File: src/rtl/cmcb_pkg.sv
// ----------------------------------------------------------------------------
// cmcb_pkg
// Shared types and constants of the colour-key sprite blitter.
// ----------------------------------------------------------------------------
package cmcb_pkg;

    localparam int COORD_BITS = 12;
    localparam int LCOORD_W   = COORD_BITS - 1;
    localparam int DCOORD_W   = COORD_BITS + 2;
    localparam int INDEX_W    = 2 * COORD_BITS - 2;
    localparam int PIXEL_W    = 8;
    localparam int MODE_W     = 2;
    localparam int DATA_W     = 32;
    localparam int PADDR_W    = 5;
    localparam int REG_IDX_W  = PADDR_W - 2;

    localparam int MIRROR_H_BIT = 0;
    localparam int MIRROR_V_BIT = 1;

    localparam logic [REG_IDX_W-1:0] REG_CLIP_LEFT    = 3'd0;
    localparam logic [REG_IDX_W-1:0] REG_CLIP_TOP     = 3'd1;
    localparam logic [REG_IDX_W-1:0] REG_CLIP_RIGHT   = 3'd2;
    localparam logic [REG_IDX_W-1:0] REG_CLIP_BOTTOM  = 3'd3;
    localparam logic [REG_IDX_W-1:0] REG_SOURCE_WIDTH = 3'd4;
    localparam logic [REG_IDX_W-1:0] REG_DEST_WIDTH   = 3'd5;
    localparam logic [REG_IDX_W-1:0] REG_TRANSPARENT  = 3'd6;

    localparam logic [LCOORD_W-1:0]   CLIP_LEFT_RST    = '0;
    localparam logic [LCOORD_W-1:0]   CLIP_TOP_RST     = '0;
    localparam logic [COORD_BITS-1:0] CLIP_RIGHT_RST   = COORD_BITS'(320);
    localparam logic [COORD_BITS-1:0] CLIP_BOTTOM_RST  = COORD_BITS'(200);
    localparam logic [COORD_BITS-1:0] SOURCE_WIDTH_RST = COORD_BITS'(747);
    localparam logic [COORD_BITS-1:0] DEST_WIDTH_RST   = COORD_BITS'(320);
    localparam logic [PIXEL_W-1:0]    TRANSPARENT_RST  = '0;

    typedef struct packed {
        logic                         start_req;
        logic signed [COORD_BITS-1:0] dest_x;
        logic signed [COORD_BITS-1:0] dest_y;
        logic [LCOORD_W-1:0]          src_left;
        logic [LCOORD_W-1:0]          src_top;
        logic [COORD_BITS-1:0]        src_right;
        logic [COORD_BITS-1:0]        src_bottom;
        logic [MODE_W-1:0]            mirror_mode;
        logic [PIXEL_W-1:0]           pixel;
    } cmcb_in_t;

    typedef struct packed {
        logic [INDEX_W-1:0] source_index;
        logic [INDEX_W-1:0] dest_index;
        logic               write_enable;
        logic [PIXEL_W-1:0] pixel_out;
        logic               last;
    } cmcb_out_t;

    function automatic logic signed [DCOORD_W-1:0] sext_coord(
        input logic signed [COORD_BITS-1:0] v
    );
        return DCOORD_W'(v);
    endfunction

endpackage

File: src/rtl/cmcb_if.sv
// ----------------------------------------------------------------------------
// cmcb_in_if / cmcb_out_if
// Valid/ready channels carrying blitter requests and results.
// ----------------------------------------------------------------------------
interface cmcb_in_if
    import cmcb_pkg::*;
();
    logic     valid;
    logic     ready;
    cmcb_in_t data;

    modport source (output valid, output data, input ready);
    modport sink   (input valid, input data, output ready);
endinterface

interface cmcb_out_if
    import cmcb_pkg::*;
();
    logic      valid;
    logic      ready;
    cmcb_out_t data;

    modport source (output valid, output data, input ready);
    modport sink   (input valid, input data, output ready);
endinterface

File: src/rtl/clipped_mirrored_colorkey_blit.sv
// ----------------------------------------------------------------------------
// clipped_mirrored_colorkey_blit
// Colour-key sprite blitter pixel engine with clipping and mirroring.
// ----------------------------------------------------------------------------
// One request per source pixel, one result per request, one request per clock
// sustained while results are taken. A request with start_req latches the blit
// geometry and carries the first pixel; later requests carry the pixels in
// mirrored walk order. A taken request is registered in the first stage and
// its result in the second: the first stage walks the cursors and does the clip
// and key tests, the second forms both linear indices with one 12x12 multiply
// each. Clip, pitch and key registers must be written over the APB port only
// while no requests are in flight; the block itself does not enforce this.
// ----------------------------------------------------------------------------
module clipped_mirrored_colorkey_blit
    import cmcb_pkg::*;
(
    input  logic               clk,
    input  logic               rst_n,
    cmcb_in_if.sink            item,
    cmcb_out_if.source         result,
    input  logic               psel,
    input  logic               penable,
    input  logic               pwrite,
    input  logic [PADDR_W-1:0] paddr,
    input  logic [DATA_W-1:0]  pwdata,
    output logic [DATA_W-1:0]  prdata,
    output logic               pready
);

    typedef struct packed {
        logic [COORD_BITS-1:0] src_row;
        logic [COORD_BITS-1:0] src_col;
        logic [COORD_BITS-1:0] dst_row;
        logic [COORD_BITS-1:0] dst_col;
        logic                  we;
        logic [PIXEL_W-1:0]    pix;
        logic                  last;
    } s1_t;

    // configuration
    logic [LCOORD_W-1:0]   clip_left_reg, clip_top_reg;
    logic [COORD_BITS-1:0] clip_right_reg, clip_bottom_reg;
    logic [COORD_BITS-1:0] source_width_reg, dest_width_reg;
    logic [PIXEL_W-1:0]    transparent_reg;
    logic                  cfg_wr;
    logic [REG_IDX_W-1:0]  cfg_idx;

    // blit state
    logic signed [DCOORD_W-1:0] origin_col_reg, dst_col_reg, dst_row_reg;
    logic signed [DCOORD_W-1:0] origin_col_next, dst_col_next, dst_row_next;
    logic [COORD_BITS-1:0]      src_col_reg, src_row_reg, src_col_next, src_row_next;
    logic [LCOORD_W-1:0]        rect_l_reg, rect_t_reg, rect_l_next, rect_t_next;
    logic [COORD_BITS-1:0]      rect_r_reg, rect_b_reg, rect_r_next, rect_b_next;
    logic [MODE_W-1:0]          mode_reg, mode_next;
    logic                       busy_reg, busy_next;

    // pipeline
    logic      s1_valid_reg;
    s1_t       s1_reg, s1_next;
    logic      res_valid_reg;
    cmcb_out_t res_reg;
    logic      res_load, s1_ready, item_fire;

    // walk terms
    logic                       start, empty, active, hmir, vmir;
    logic                       col_end, row_end, in_clip, we;
    logic [MODE_W-1:0]          act_mode;
    logic [LCOORD_W-1:0]        act_l, act_t;
    logic [COORD_BITS-1:0]      act_r, act_b, act_scol, act_srow;
    logic signed [DCOORD_W-1:0] act_dcol, act_drow, act_origin;

    // index terms
    logic [2*COORD_BITS-1:0] sprod, dprod, sidx, didx;

    // ---------------- configuration port ----------------
    assign pready  = 1'b1;
    assign cfg_idx = paddr[PADDR_W-1:2];
    assign cfg_wr  = psel && penable && pwrite && pready;

    always_ff @(posedge clk or negedge rst_n)
    begin
        if (!rst_n)
        begin
            clip_left_reg    <= CLIP_LEFT_RST;
            clip_top_reg     <= CLIP_TOP_RST;
            clip_right_reg   <= CLIP_RIGHT_RST;
            clip_bottom_reg  <= CLIP_BOTTOM_RST;
            source_width_reg <= SOURCE_WIDTH_RST;
            dest_width_reg   <= DEST_WIDTH_RST;
            transparent_reg  <= TRANSPARENT_RST;
        end
        else if (cfg_wr)
        begin
            case (cfg_idx)
                REG_CLIP_LEFT:    clip_left_reg    <= pwdata[LCOORD_W-1:0];
                REG_CLIP_TOP:     clip_top_reg     <= pwdata[LCOORD_W-1:0];
                REG_CLIP_RIGHT:   clip_right_reg   <= pwdata[COORD_BITS-1:0];
                REG_CLIP_BOTTOM:  clip_bottom_reg  <= pwdata[COORD_BITS-1:0];
                REG_SOURCE_WIDTH: source_width_reg <= pwdata[COORD_BITS-1:0];
                REG_DEST_WIDTH:   dest_width_reg   <= pwdata[COORD_BITS-1:0];
                REG_TRANSPARENT:  transparent_reg  <= pwdata[PIXEL_W-1:0];
                default:          ;
            endcase
        end
    end

    always_comb
    begin
        prdata = '0;
        case (cfg_idx)
            REG_CLIP_LEFT:    prdata[LCOORD_W-1:0]   = clip_left_reg;
            REG_CLIP_TOP:     prdata[LCOORD_W-1:0]   = clip_top_reg;
            REG_CLIP_RIGHT:   prdata[COORD_BITS-1:0] = clip_right_reg;
            REG_CLIP_BOTTOM:  prdata[COORD_BITS-1:0] = clip_bottom_reg;
            REG_SOURCE_WIDTH: prdata[COORD_BITS-1:0] = source_width_reg;
            REG_DEST_WIDTH:   prdata[COORD_BITS-1:0] = dest_width_reg;
            REG_TRANSPARENT:  prdata[PIXEL_W-1:0]    = transparent_reg;
            default:          prdata = '0;
        endcase
    end

    // ---------------- handshake ----------------
    assign res_load   = !res_valid_reg || result.ready;
    assign s1_ready   = !s1_valid_reg || res_load;
    assign item.ready = s1_ready;
    assign item_fire  = item.valid && s1_ready;

    // ---------------- stage 1: walk, clip, key ----------------
    always_comb
    begin
        start    = item.data.start_req;
        empty    = (item.data.src_right <= {1'b0, item.data.src_left}) ||
                   (item.data.src_bottom <= {1'b0, item.data.src_top});
        act_mode = start ? item.data.mirror_mode : mode_reg;
        hmir     = act_mode[MIRROR_H_BIT];
        vmir     = act_mode[MIRROR_V_BIT];
        act_l    = start ? item.data.src_left   : rect_l_reg;
        act_t    = start ? item.data.src_top    : rect_t_reg;
        act_r    = start ? item.data.src_right  : rect_r_reg;
        act_b    = start ? item.data.src_bottom : rect_b_reg;
        active   = start ? !empty : busy_reg;

        if (start)
        begin
            act_scol   = hmir ? act_r - 1'b1 : {1'b0, act_l};
            act_srow   = vmir ? act_b - 1'b1 : {1'b0, act_t};
            act_origin = sext_coord(item.data.dest_x);
            act_dcol   = sext_coord(item.data.dest_x);
            act_drow   = sext_coord(item.data.dest_y);
        end
        else
        begin
            act_scol   = src_col_reg;
            act_srow   = src_row_reg;
            act_origin = origin_col_reg;
            act_dcol   = dst_col_reg;
            act_drow   = dst_row_reg;
        end

        col_end = hmir ? (act_scol == {1'b0, act_l}) : (act_scol == act_r - 1'b1);
        row_end = vmir ? (act_srow == {1'b0, act_t}) : (act_srow == act_b - 1'b1);

        in_clip = (act_dcol >= $signed(DCOORD_W'(clip_left_reg))) &&
                  (act_dcol <  $signed(DCOORD_W'(clip_right_reg))) &&
                  (act_drow >= $signed(DCOORD_W'(clip_top_reg))) &&
                  (act_drow <  $signed(DCOORD_W'(clip_bottom_reg)));
        we      = active && in_clip && (item.data.pixel != transparent_reg);

        s1_next.src_row = active ? act_srow : '0;
        s1_next.src_col = active ? act_scol : '0;
        s1_next.dst_row = we ? act_drow[COORD_BITS-1:0] : '0;
        s1_next.dst_col = we ? act_dcol[COORD_BITS-1:0] : '0;
        s1_next.we      = we;
        s1_next.pix     = we ? item.data.pixel : '0;
        s1_next.last    = (start && empty) || (active && col_end && row_end);

        // next walk state
        mode_next       = act_mode;
        rect_l_next     = act_l;
        rect_t_next     = act_t;
        rect_r_next     = act_r;
        rect_b_next     = act_b;
        origin_col_next = act_origin;
        src_col_next    = act_scol;
        src_row_next    = act_srow;
        dst_col_next    = act_dcol;
        dst_row_next    = act_drow;
        busy_next       = active;
        if (active)
        begin
            if (col_end)
            begin
                if (row_end)
                begin
                    busy_next = 1'b0;
                end
                else
                begin
                    src_col_next = hmir ? act_r - 1'b1 : {1'b0, act_l};
                    src_row_next = vmir ? act_srow - 1'b1 : act_srow + 1'b1;
                    dst_col_next = act_origin;
                    dst_row_next = act_drow + 1'b1;
                end
            end
            else
            begin
                src_col_next = hmir ? act_scol - 1'b1 : act_scol + 1'b1;
                dst_col_next = act_dcol + 1'b1;
            end
        end
    end

    always_ff @(posedge clk or negedge rst_n)
    begin
        if (!rst_n)
        begin
            origin_col_reg <= '0;
            dst_col_reg    <= '0;
            dst_row_reg    <= '0;
            src_col_reg    <= '0;
            src_row_reg    <= '0;
            rect_l_reg     <= '0;
            rect_t_reg     <= '0;
            rect_r_reg     <= '0;
            rect_b_reg     <= '0;
            mode_reg       <= '0;
            busy_reg       <= 1'b0;
        end
        else if (item_fire)
        begin
            origin_col_reg <= origin_col_next;
            dst_col_reg    <= dst_col_next;
            dst_row_reg    <= dst_row_next;
            src_col_reg    <= src_col_next;
            src_row_reg    <= src_row_next;
            rect_l_reg     <= rect_l_next;
            rect_t_reg     <= rect_t_next;
            rect_r_reg     <= rect_r_next;
            rect_b_reg     <= rect_b_next;
            mode_reg       <= mode_next;
            busy_reg       <= busy_next;
        end
    end

    always_ff @(posedge clk or negedge rst_n)
    begin
        if (!rst_n)
            s1_valid_reg <= 1'b0;
        else if (s1_ready)
            s1_valid_reg <= item.valid;
    end

    always_ff @(posedge clk)
    begin
        if (item_fire)
            s1_reg <= s1_next;
    end

    // ---------------- stage 2: linear indices ----------------
    always_comb
    begin
        sprod = s1_reg.src_row * source_width_reg;
        dprod = s1_reg.dst_row * dest_width_reg;
        sidx  = sprod + {{COORD_BITS{1'b0}}, s1_reg.src_col};
        didx  = dprod + {{COORD_BITS{1'b0}}, s1_reg.dst_col};
    end

    always_ff @(posedge clk or negedge rst_n)
    begin
        if (!rst_n)
            res_valid_reg <= 1'b0;
        else if (res_load)
            res_valid_reg <= s1_valid_reg;
    end

    always_ff @(posedge clk)
    begin
        if (res_load && s1_valid_reg)
        begin
            res_reg.source_index <= sidx[INDEX_W-1:0];
            res_reg.dest_index   <= s1_reg.we ? didx[INDEX_W-1:0] : '0;
            res_reg.write_enable <= s1_reg.we;
            res_reg.pixel_out    <= s1_reg.pix;
            res_reg.last         <= s1_reg.last;
        end
    end

    assign result.valid = res_valid_reg;
    assign result.data  = res_reg;

endmodule

File: src/flat_wrapper.sv
// flat-port wrapper written by rule: the top's interface ports become plain ports
module clipped_mirrored_colorkey_blit_flat import cmcb_pkg::*;
  (clk, rst_n, psel, penable, pwrite, paddr, pwdata, prdata, pready, item_valid, item_data, item_ready, result_valid, result_data, result_ready);
  cmcb_in_if item_i ();
  cmcb_out_if result_i ();
  input  logic clk;
  input  logic rst_n;
  input  logic psel;
  input  logic penable;
  input  logic pwrite;
  input  logic [PADDR_W-1:0] paddr;
  input  logic [DATA_W-1:0] pwdata;
  output logic [DATA_W-1:0] prdata;
  output logic pready;
  input wire logic [$bits(item_i.valid)-1:0] item_valid;
  input wire logic [$bits(item_i.data)-1:0] item_data;
  output wire logic [$bits(item_i.ready)-1:0] item_ready;
  output wire logic [$bits(result_i.valid)-1:0] result_valid;
  output wire logic [$bits(result_i.data)-1:0] result_data;
  input wire logic [$bits(result_i.ready)-1:0] result_ready;
  assign item_i.valid = item_valid;
  assign item_i.data = item_data;
  assign item_ready = item_i.ready;
  assign result_valid = result_i.valid;
  assign result_data = result_i.data;
  assign result_i.ready = result_ready;
  clipped_mirrored_colorkey_blit u_core (.clk(clk), .rst_n(rst_n), .item(item_i), .result(result_i), .psel(psel), .penable(penable), .pwrite(pwrite), .paddr(paddr), .pwdata(pwdata), .prdata(prdata), .pready(pready));
endmodule
File: config.mk
export PLATFORM = sky130hd
export DESIGN_NAME = clipped_mirrored_colorkey_blit_flat
export DESIGN_NICKNAME = d
export VERILOG_FILES = /design/src/rtl/cmcb_pkg.sv /design/src/rtl/cmcb_if.sv /design/src/rtl/clipped_mirrored_colorkey_blit.sv /design/src/flat_wrapper.sv
export SDC_FILE = /design/constraint.sdc
export NUM_CORES = 1
export LEC_CHECK = 0
export ABC_CLOCK_PERIOD_IN_PS = 10700
export BUFFER_PORTS_ARGS = -buffer_cell sky130_fd_sc_hd__buf_2
export CORE_ASPECT_RATIO = 1.5
export CORE_MARGIN = 5
export CORE_UTILIZATION = 50
export DETAILED_ROUTE_END_ITERATION = 12
export MAX_ROUTING_LAYER = met4
export PLACE_DENSITY = 0.76
export SLEW_MARGIN = 20
export SYNTH_ARGS = -nofsm -noshare
export SYNTH_HDL_FRONTEND = slang
export SYNTH_SLANG_ARGS = --single-unit
File: constraint.sdc
create_clock -name clk -period 10.7 [get_ports clk]
set_input_delay 1.07 -clock clk [delete_from_list [all_inputs] [get_ports clk]]
set_output_delay 1.07 -clock clk [all_outputs]
set_load 0.005 [all_outputs]
==> results of run 1 <==
-- cell families after synthesis --
kind of cell,after synthesis,synth area share (%)
simple gates,1051,17.9
buf+inv,626,8.62
compound gates,459,10.5
fa+ha+maj,432,24.1
flops,307,28.1
mux,186,6.96
xor+xnor,124,3.77
other cells,2,0.0256
-- through the flow --
| stage | setup WS, ns | util [%] | total power, mW | area [um^2] |
|---|---|---|---|---|
| after floorplan | 3.69 | - | 4.76 | 29400 |
| after global placement | 4.18 | 52.7 | 5.65 | 30600 |
| after detailed placement | 4.10 | 52.8 | 5.76 | 30700 |
| after CTS | 4.55 | 54.6 | 6.95 | 31700 |
| after global routing | 4.18 | 54.7 | 7.55 | 31800 |
| final | 4.55 | 54.7 | 6.87 | 31800 |
-- area by class of cell --
class	count	area, um^2
diodes	12	30.0
clock buffers	53	983
clock inverters	11	95.1
fillers	5245	26300
inverters	451	1700
multi-input cells	2273	18700
flip-flops and latches	307	8260
well taps	770	963
repair buffers	193	1060
-- final timing paths --
path / from / to / slack, ns / depth (start not counted)
worst max-delay path: u_core.s1_reg[51]$_SDFFCE_PN0P_ / u_core.result.data[52]$_DFFE_PP_ / 4.55 / 18
min in group asynchronous: rst_n / u_core.rect_r_reg[11]$_DFFE_PN0P_ / 0.65 / 1
max in group asynchronous: rst_n / u_core.dst_col_reg[12]$_DFFE_PN0P_ / 8.67 / 3
worst max register to register: u_core.s1_reg[51]$_SDFFCE_PN0P_ / u_core.result.data[52]$_DFFE_PP_ / 4.55 / 18
worst min register to register: u_core.s1_reg[5]$_SDFFCE_PN0P_ / u_core.result.data[5]$_DFFE_PP_ / 0.42 / 0
worst min-delay path: u_core.s1_reg[5]$_SDFFCE_PN0P_ / u_core.result.data[5]$_DFFE_PP_ / 0.42 / 0
-- synth_stat cells (17+ instances only) --
cell      instances
a211oi_1         25
a21o_1           27
a21oi_1          74
a31oi_1          19
and2_1          175
buf_4            30
clkbuf_1        109
dfrtp_1         181
edfxtp_1        112
fa_1            222
ha_1            210
inv_1           446
mux2_2           78
mux2i_1          99
nand2_1         389
nand2b_1         19
nand3_1          42
nand4_1          19
nor2_1          149
nor2b_1          38
nor3_1           87
nor3b_1          17
o21a_1           20
o21ai_0         120
or3_1            30
xnor2_1          82
xor2_1           40
-- layout by cell type, fill, tap and decap left out, drive strengths merged, types with 12 or more instances in the layout --
cell / netlist / routed
a31oi: 20 / 20
nor4: 17 / 17
conb: 2 / 21
nand2: 389 / 389
xor2: 41 / 41
edfxtp: 112 / 112
a21o: 27 / 27
mux2: 79 / 79
o21ai: 135 / 135
and2: 176 / 176
nor3: 90 / 90
mux2i: 101 / 101
nor3b: 18 / 18
xnor2: 82 / 82
buf: 66 / 192
o211ai: 16 / 16
nor2: 151 / 151
a21oi: 74 / 74
a211oi: 25 / 25
nand3: 42 / 42
o31ai: 13 / 13
dfstp: 14 / 14
nand4: 19 / 19
ha: 210 / 210
and3: 16 / 16
nand2b: 19 / 19
diode: 0 / 12
a21boi: 17 / 17
o21a: 20 / 20
inv: 448 / 450
clkbuf: 109 / 54
fa: 222 / 222
nor2b: 38 / 38
or3: 30 / 30
dfrtp: 181 / 181
-- metal layers --
| layer | GRT usage (%) | routed length (um) | vias up |
|---|---|---|---|
| met5 | - | 0 | - |
| met4 | 12.1 | 4270 | 0 |
| met3 | 3.55 | 4290 | 215 |
| met2 | 41.9 | 38400 | 730 |
| met1 | 28.6 | 29800 | 11318 |
| li1 | - | - | 10768 |
-- critical path: stages (launching register included) --
cell and delay [ns]:
edfxtp_1 0.58, and2_1 0.27, fa_1 0.54, inv_1 0.06
fa_1 0.54, inv_1 0.06, fa_1 0.51, inv_1 0.05
fa_1 0.46, fa_1 0.55, inv_1 0.04, ha_1 0.31
a21boi_0 0.15, o41ai_1 0.57, o211ai_1 0.27, nor4_1 0.31
nor3_1 0.16, o31ai_1 0.35, xnor2_1 0.11
-- power breakdown --
group | internal [mW] | total, mW | leakage [nW] | switching (mW)
Clock | 0.643 | 1.16 | 0.519 | 0.519
Combinational | 1.71 | 3.88 | 10.9 | 2.17
Sequential | 1.58 | 1.83 | 3.46 | 0.249
==> out/qor.csv, run 1 <==
metric,value,unit
outcome,finished clean,
drv_slew,0,
io_pins,214,
drc,0,
fmax,163,MHz
finClkSkew,0.0368,ns
cp-end-kind,flop,
setup.worst_path.start_class,flop,
port_buffers,170,
area_delta_synth_final,8.14,%
path_class,reg2reg,
timing.hold.ws,0.415,ns
cap_violations,0,
path_clk_slew,0.06,ns
path_max_fanout,12,
die_w,208,um
route.antenna.remaining_nets,0,
ys_seq_elements,307,
tightest_slew,1.12,ns
largest_reg_flops,58,
wl_per_cell,18.8,um
rsz0062_at_grt,false,
postCtsHoldBufs,0,
finalSetupTns,0,ns
synth.area.top_cells,"dfrtp_1 15%, fa_1 15%, edfxtp_1 11%",
stdcell_count,4070,
setup_viol,0,
dieArea,63800,um^2
cts_setup_buffers,0,
drive_gt1_share,11.8,%
synthDistinctLibCells,100,
clk_path_buf_depth,3,
cts-buffers-inserted,35,
min_period_over_period,57.5,%
final-hold-violation-count,0,
hp-class,reg2reg,
grt_max_degree,116,
leakage,14.8,nW
insertion_delay,0.60,ns
crit_arrival,6.46,ns
synth-async-reset-ratio,63.5,%
yosysWarnings,0,
yosysTopAreaCell,dfrtp_1,
ir_worst_vdd,0.209,mV
period_minus_slack,6.15,ns
grt_antenna_before_repair,14,
cts_tree,yes,
rows,108,
synth_top_area_share,15.4,%
synth.avg_cell_area,9.22,um^2
place_hpwl,59100,um
synth_cells,3187,
worstPathRequired,11.02,ns
drt-total-wl,76700,um
synth_edf_count,112,
place_congestion,0.935,
cts_max_level,2,
place_inst,3994,
dr.pass1.iters,6,
grt_usage,24.6,%
clock-sinks,307,
num-nets-final,3818,
power-per-cell-area,216,nW/um^2
postCtsResizedCells,0,
via_count,23031,
vias_per_cell,5.66,
initial_utilization,50.6,%
grt_pass1_wl,124000,um
core,58100,um^2
overflow,0,
synthFlopType,dfrtp_1,
synth_area,29400,um^2
die_h,307,um
dr.first_iter.drc_count,1298,
cts-root-buf,clkbuf_16,
synth-seq-area-share,28.1,%
slew_headroom,24.9,%
grt_pass1_vias,23418,
Power figures use the tool's default switching activity.
==> run 2, diff against run 1 <==
--- a/config.mk
+++ b/config.mk
@@ -5,7 +5,7 @@
 export SDC_FILE = /design/constraint.sdc
 export NUM_CORES = 1
 export LEC_CHECK = 0
-export ABC_CLOCK_PERIOD_IN_PS = 10700
+export ABC_CLOCK_PERIOD_IN_PS = 5720
 export BUFFER_PORTS_ARGS = -buffer_cell sky130_fd_sc_hd__buf_2
 export CORE_ASPECT_RATIO = 1.5
 export CORE_MARGIN = 5
==> constraint.sdc (replaced) <==
create_clock -name clk -period 5.72 [get_ports clk]
set_input_delay 0.572 -clock clk [delete_from_list [all_inputs] [get_ports clk]]
set_output_delay 0.572 -clock clk [all_outputs]
set_load 0.005 [all_outputs]
==> run 2 against run 1 <==
Maximum frequency grew 11%; final cell count up 1.7%; design area increased by 2.4%; total power increased by 96%; combinational power is 99% higher; sequential cell count did not move; utilization rose by 1.3 points; critical path type unchanged; largest power group unchanged.
==> out/qor.csv, run 2 (same netlist as run 1, synthesis figures left out) <==
metric,value,unit
path_clk_slew,0.07,ns
cap_violations,0,
worstPathRequired,6.02,ns
wl_per_cell,19.1,um
insertion_delay,0.57,ns
cts-root-buf,clkbuf_16,
dr.pass1.iters,8,
path_max_fanout,8,
r2r_start,u_core.dest_width_reg[1]$_DFFE_PN0P_,
fin_util,56.0,%
crit_path_start,u_core.dest_width_reg[1]$_DFFE_PN0P_,
place_congestion,0.938,
route.antenna.remaining_nets,0,
cts_max_level,2,
via_count,23303,
clk_path_buf_depth,3,
p_int,7.73,mW
design_area,32500,um^2
grt_pass1_wl,126000,um
dr.first_iter.drc_count,1315,
tightest_slew,0.991,ns
grt_max_degree,112,
ir_worst_vdd,0.461,mV
die_h,307,um
die_w,208,um
num-nets-final,3890,
outcome,finished clean,
port_buffers,170,
io_pins,214,
preCtsSetupSlack,-0.0859,ns
crit_family,adder cells,
finClkSkew,0.0266,ns
drive_gt1_share,14.5,%
layout_common_cells,"446 x inv_1, 387 x nand2_1, 222 x fa_1",
clock-sinks,307,
drc,0,
total_power,13.5,mW
final-hold-violation-count,0,
timing.hold.ws,0.115,ns
slew_headroom,33.9,%
drv_slew,0,
crit_chain,and2_1 > fa_1 > inv_1 > fa_1 > inv_1 > fa_1 > fa_1 > inv_1 > fa_1 > inv_1 > ha_1 > or3_1 > o21ai_0 > a211oi_2 > o31ai_2 > o21ai_1 > o41ai_2 > xnor2_1 > nor2_1,
place_hpwl,61800,um
post_dp_cell_area,31200,um^2
grt_pass1_vias,23825,
cp-end-kind,flop,
largest_reg_flops,58,
cts-buffers-inserted,36,
place_inst,4062,
finalSetupTns,0,ns
cp.depth,19,
period_minus_slack,5.55,ns
min_period_over_period,97.1,%
timing.rr.end,u_core.result.data[31]$_SDFFCE_PN0P_,
vias_per_cell,5.63,
power-per-cell-area,414,nW/um^2
stdcell_count,4139,
pwr-share-comb,57.4,%
p_sw_share,42.7,%
crit_top_cell,fa_1,
path_class,reg2reg,
crit_arrival,5.86,ns
grt_usage,25.1,%
reg2reg_depth,19,
crit_slowest_cell,fa_1,
fin_ws,0.168,ns
core,58100,um^2
fmax,180,MHz
worst-r2r-setup-slack,0.17,ns
p_seq_share,24.8,%
hp-class,in2async,
drt-total-wl,79100,um
cts_tree,yes,
path_buf_inv,4,
setup.worst_path.start_class,flop,
rows,108,
area_delta_synth_final,10.7,%
final_common_cell,inv_1,
leakage,15.3,nW
clockPowerShare,17.8,%
postCtsHoldBufs,0,
overflow,0,
slowest_delay,0.56,ns
endpoint,u_core.result.data[31]$_SDFFCE_PN0P_,
dieArea,63800,um^2
initial_utilization,50.6,%
setup_viol,0,
switchingPower,5.75,mW
grt_antenna_before_repair,9,
-- run 2: changes by cell type in the layout (fill, tap and decap cells not counted), sizes merged --
cell,previous run,this run
inv,450,457
bufinv,0,2
clkinv,10,11
buf,192,263
clkbuf,54,47
diode,12,8
clkinvlp,2,1
-- run 2: area by class of cell --
class                   instances  area, um^2
fillers                      5204       25600
multi-input cells            2273       18800
flip-flops and latches        307        8260
inverters                     451        1700
repair buffers                264        1580
clock buffers                  46        1030
well taps                     770         963
clock inverters                20         188
diodes                          8        20.0
-- run 2: worst min-delay path by stage --
stage / slack [ns] / endpoint / start
after floorplan: 0.28 / u_core.busy_reg$_DFFE_PN0P_ / rst_n
after CTS: 0.17 / u_core.clip_top_reg[10]$_DFFE_PN0P_ / rst_n
after global placement: 0.40 / u_core.result.data[7]$_DFFE_PP_ / u_core.s1_reg[7]$_SDFFCE_PN0P_
after global routing: 0.22 / u_core.clip_top_reg[10]$_DFFE_PN0P_ / rst_n
final: 0.12 / u_core.clip_top_reg[10]$_DFFE_PN0P_ / rst_n
after detailed placement: 0.41 / u_core.result.data[4]$_DFFE_PP_ / u_core.s1_reg[4]$_SDFFCE_PN0P_
-- run 2: power by group through the flow --
stage / sequential [mW] / combinational [mW] / clock (mW)
global route: 3.40 / 8.81 / 2.54
CTS: 3.33 / 7.63 / 2.45
detailed placement: 3.37 / 7.57 / 0
global placement: 3.35 / 7.38 / 0
finish: 3.34 / 7.74 / 2.40
floorplan: 3.23 / 5.69 / 0
-- run 2: what timing repair did --
item / 4_1_cts / 5_1_grt
pin swaps: 0 / 10
cloned: 0 / 0
hold endpoints to repair: 0 / 0
setup endpoints to repair: 2 / 7
gates resized for setup: 2 / 21
setup buffers: 0 / 3
-- run 2: layer usage --
layer	track usage (%)	vias to the layer above	share of wire, %
li1	-	10901	-
met4	12.8	0	6.1
met1	28.5	11386	38
met2	43.4	781	50
met5	-	-	0
met3	3.38	235	5.4
-- run 2: worst reg2reg max path, cell delays in order, from the launching register on --
cell and delay, ns:
dfrtp_1 0.46, and2_1 0.22, fa_1 0.51, inv_1 0.05, fa_1 0.47, inv_1 0.05, fa_1 0.49, fa_1 0.56
inv_1 0.05, fa_1 0.47, inv_1 0.04, ha_1 0.31, or3_1 0.32, o21ai_0 0.13, a211oi_2 0.11, o31ai_2 0.35
o21ai_1 0.17, o41ai_2 0.29, xnor2_1 0.17, nor2_1 0.06
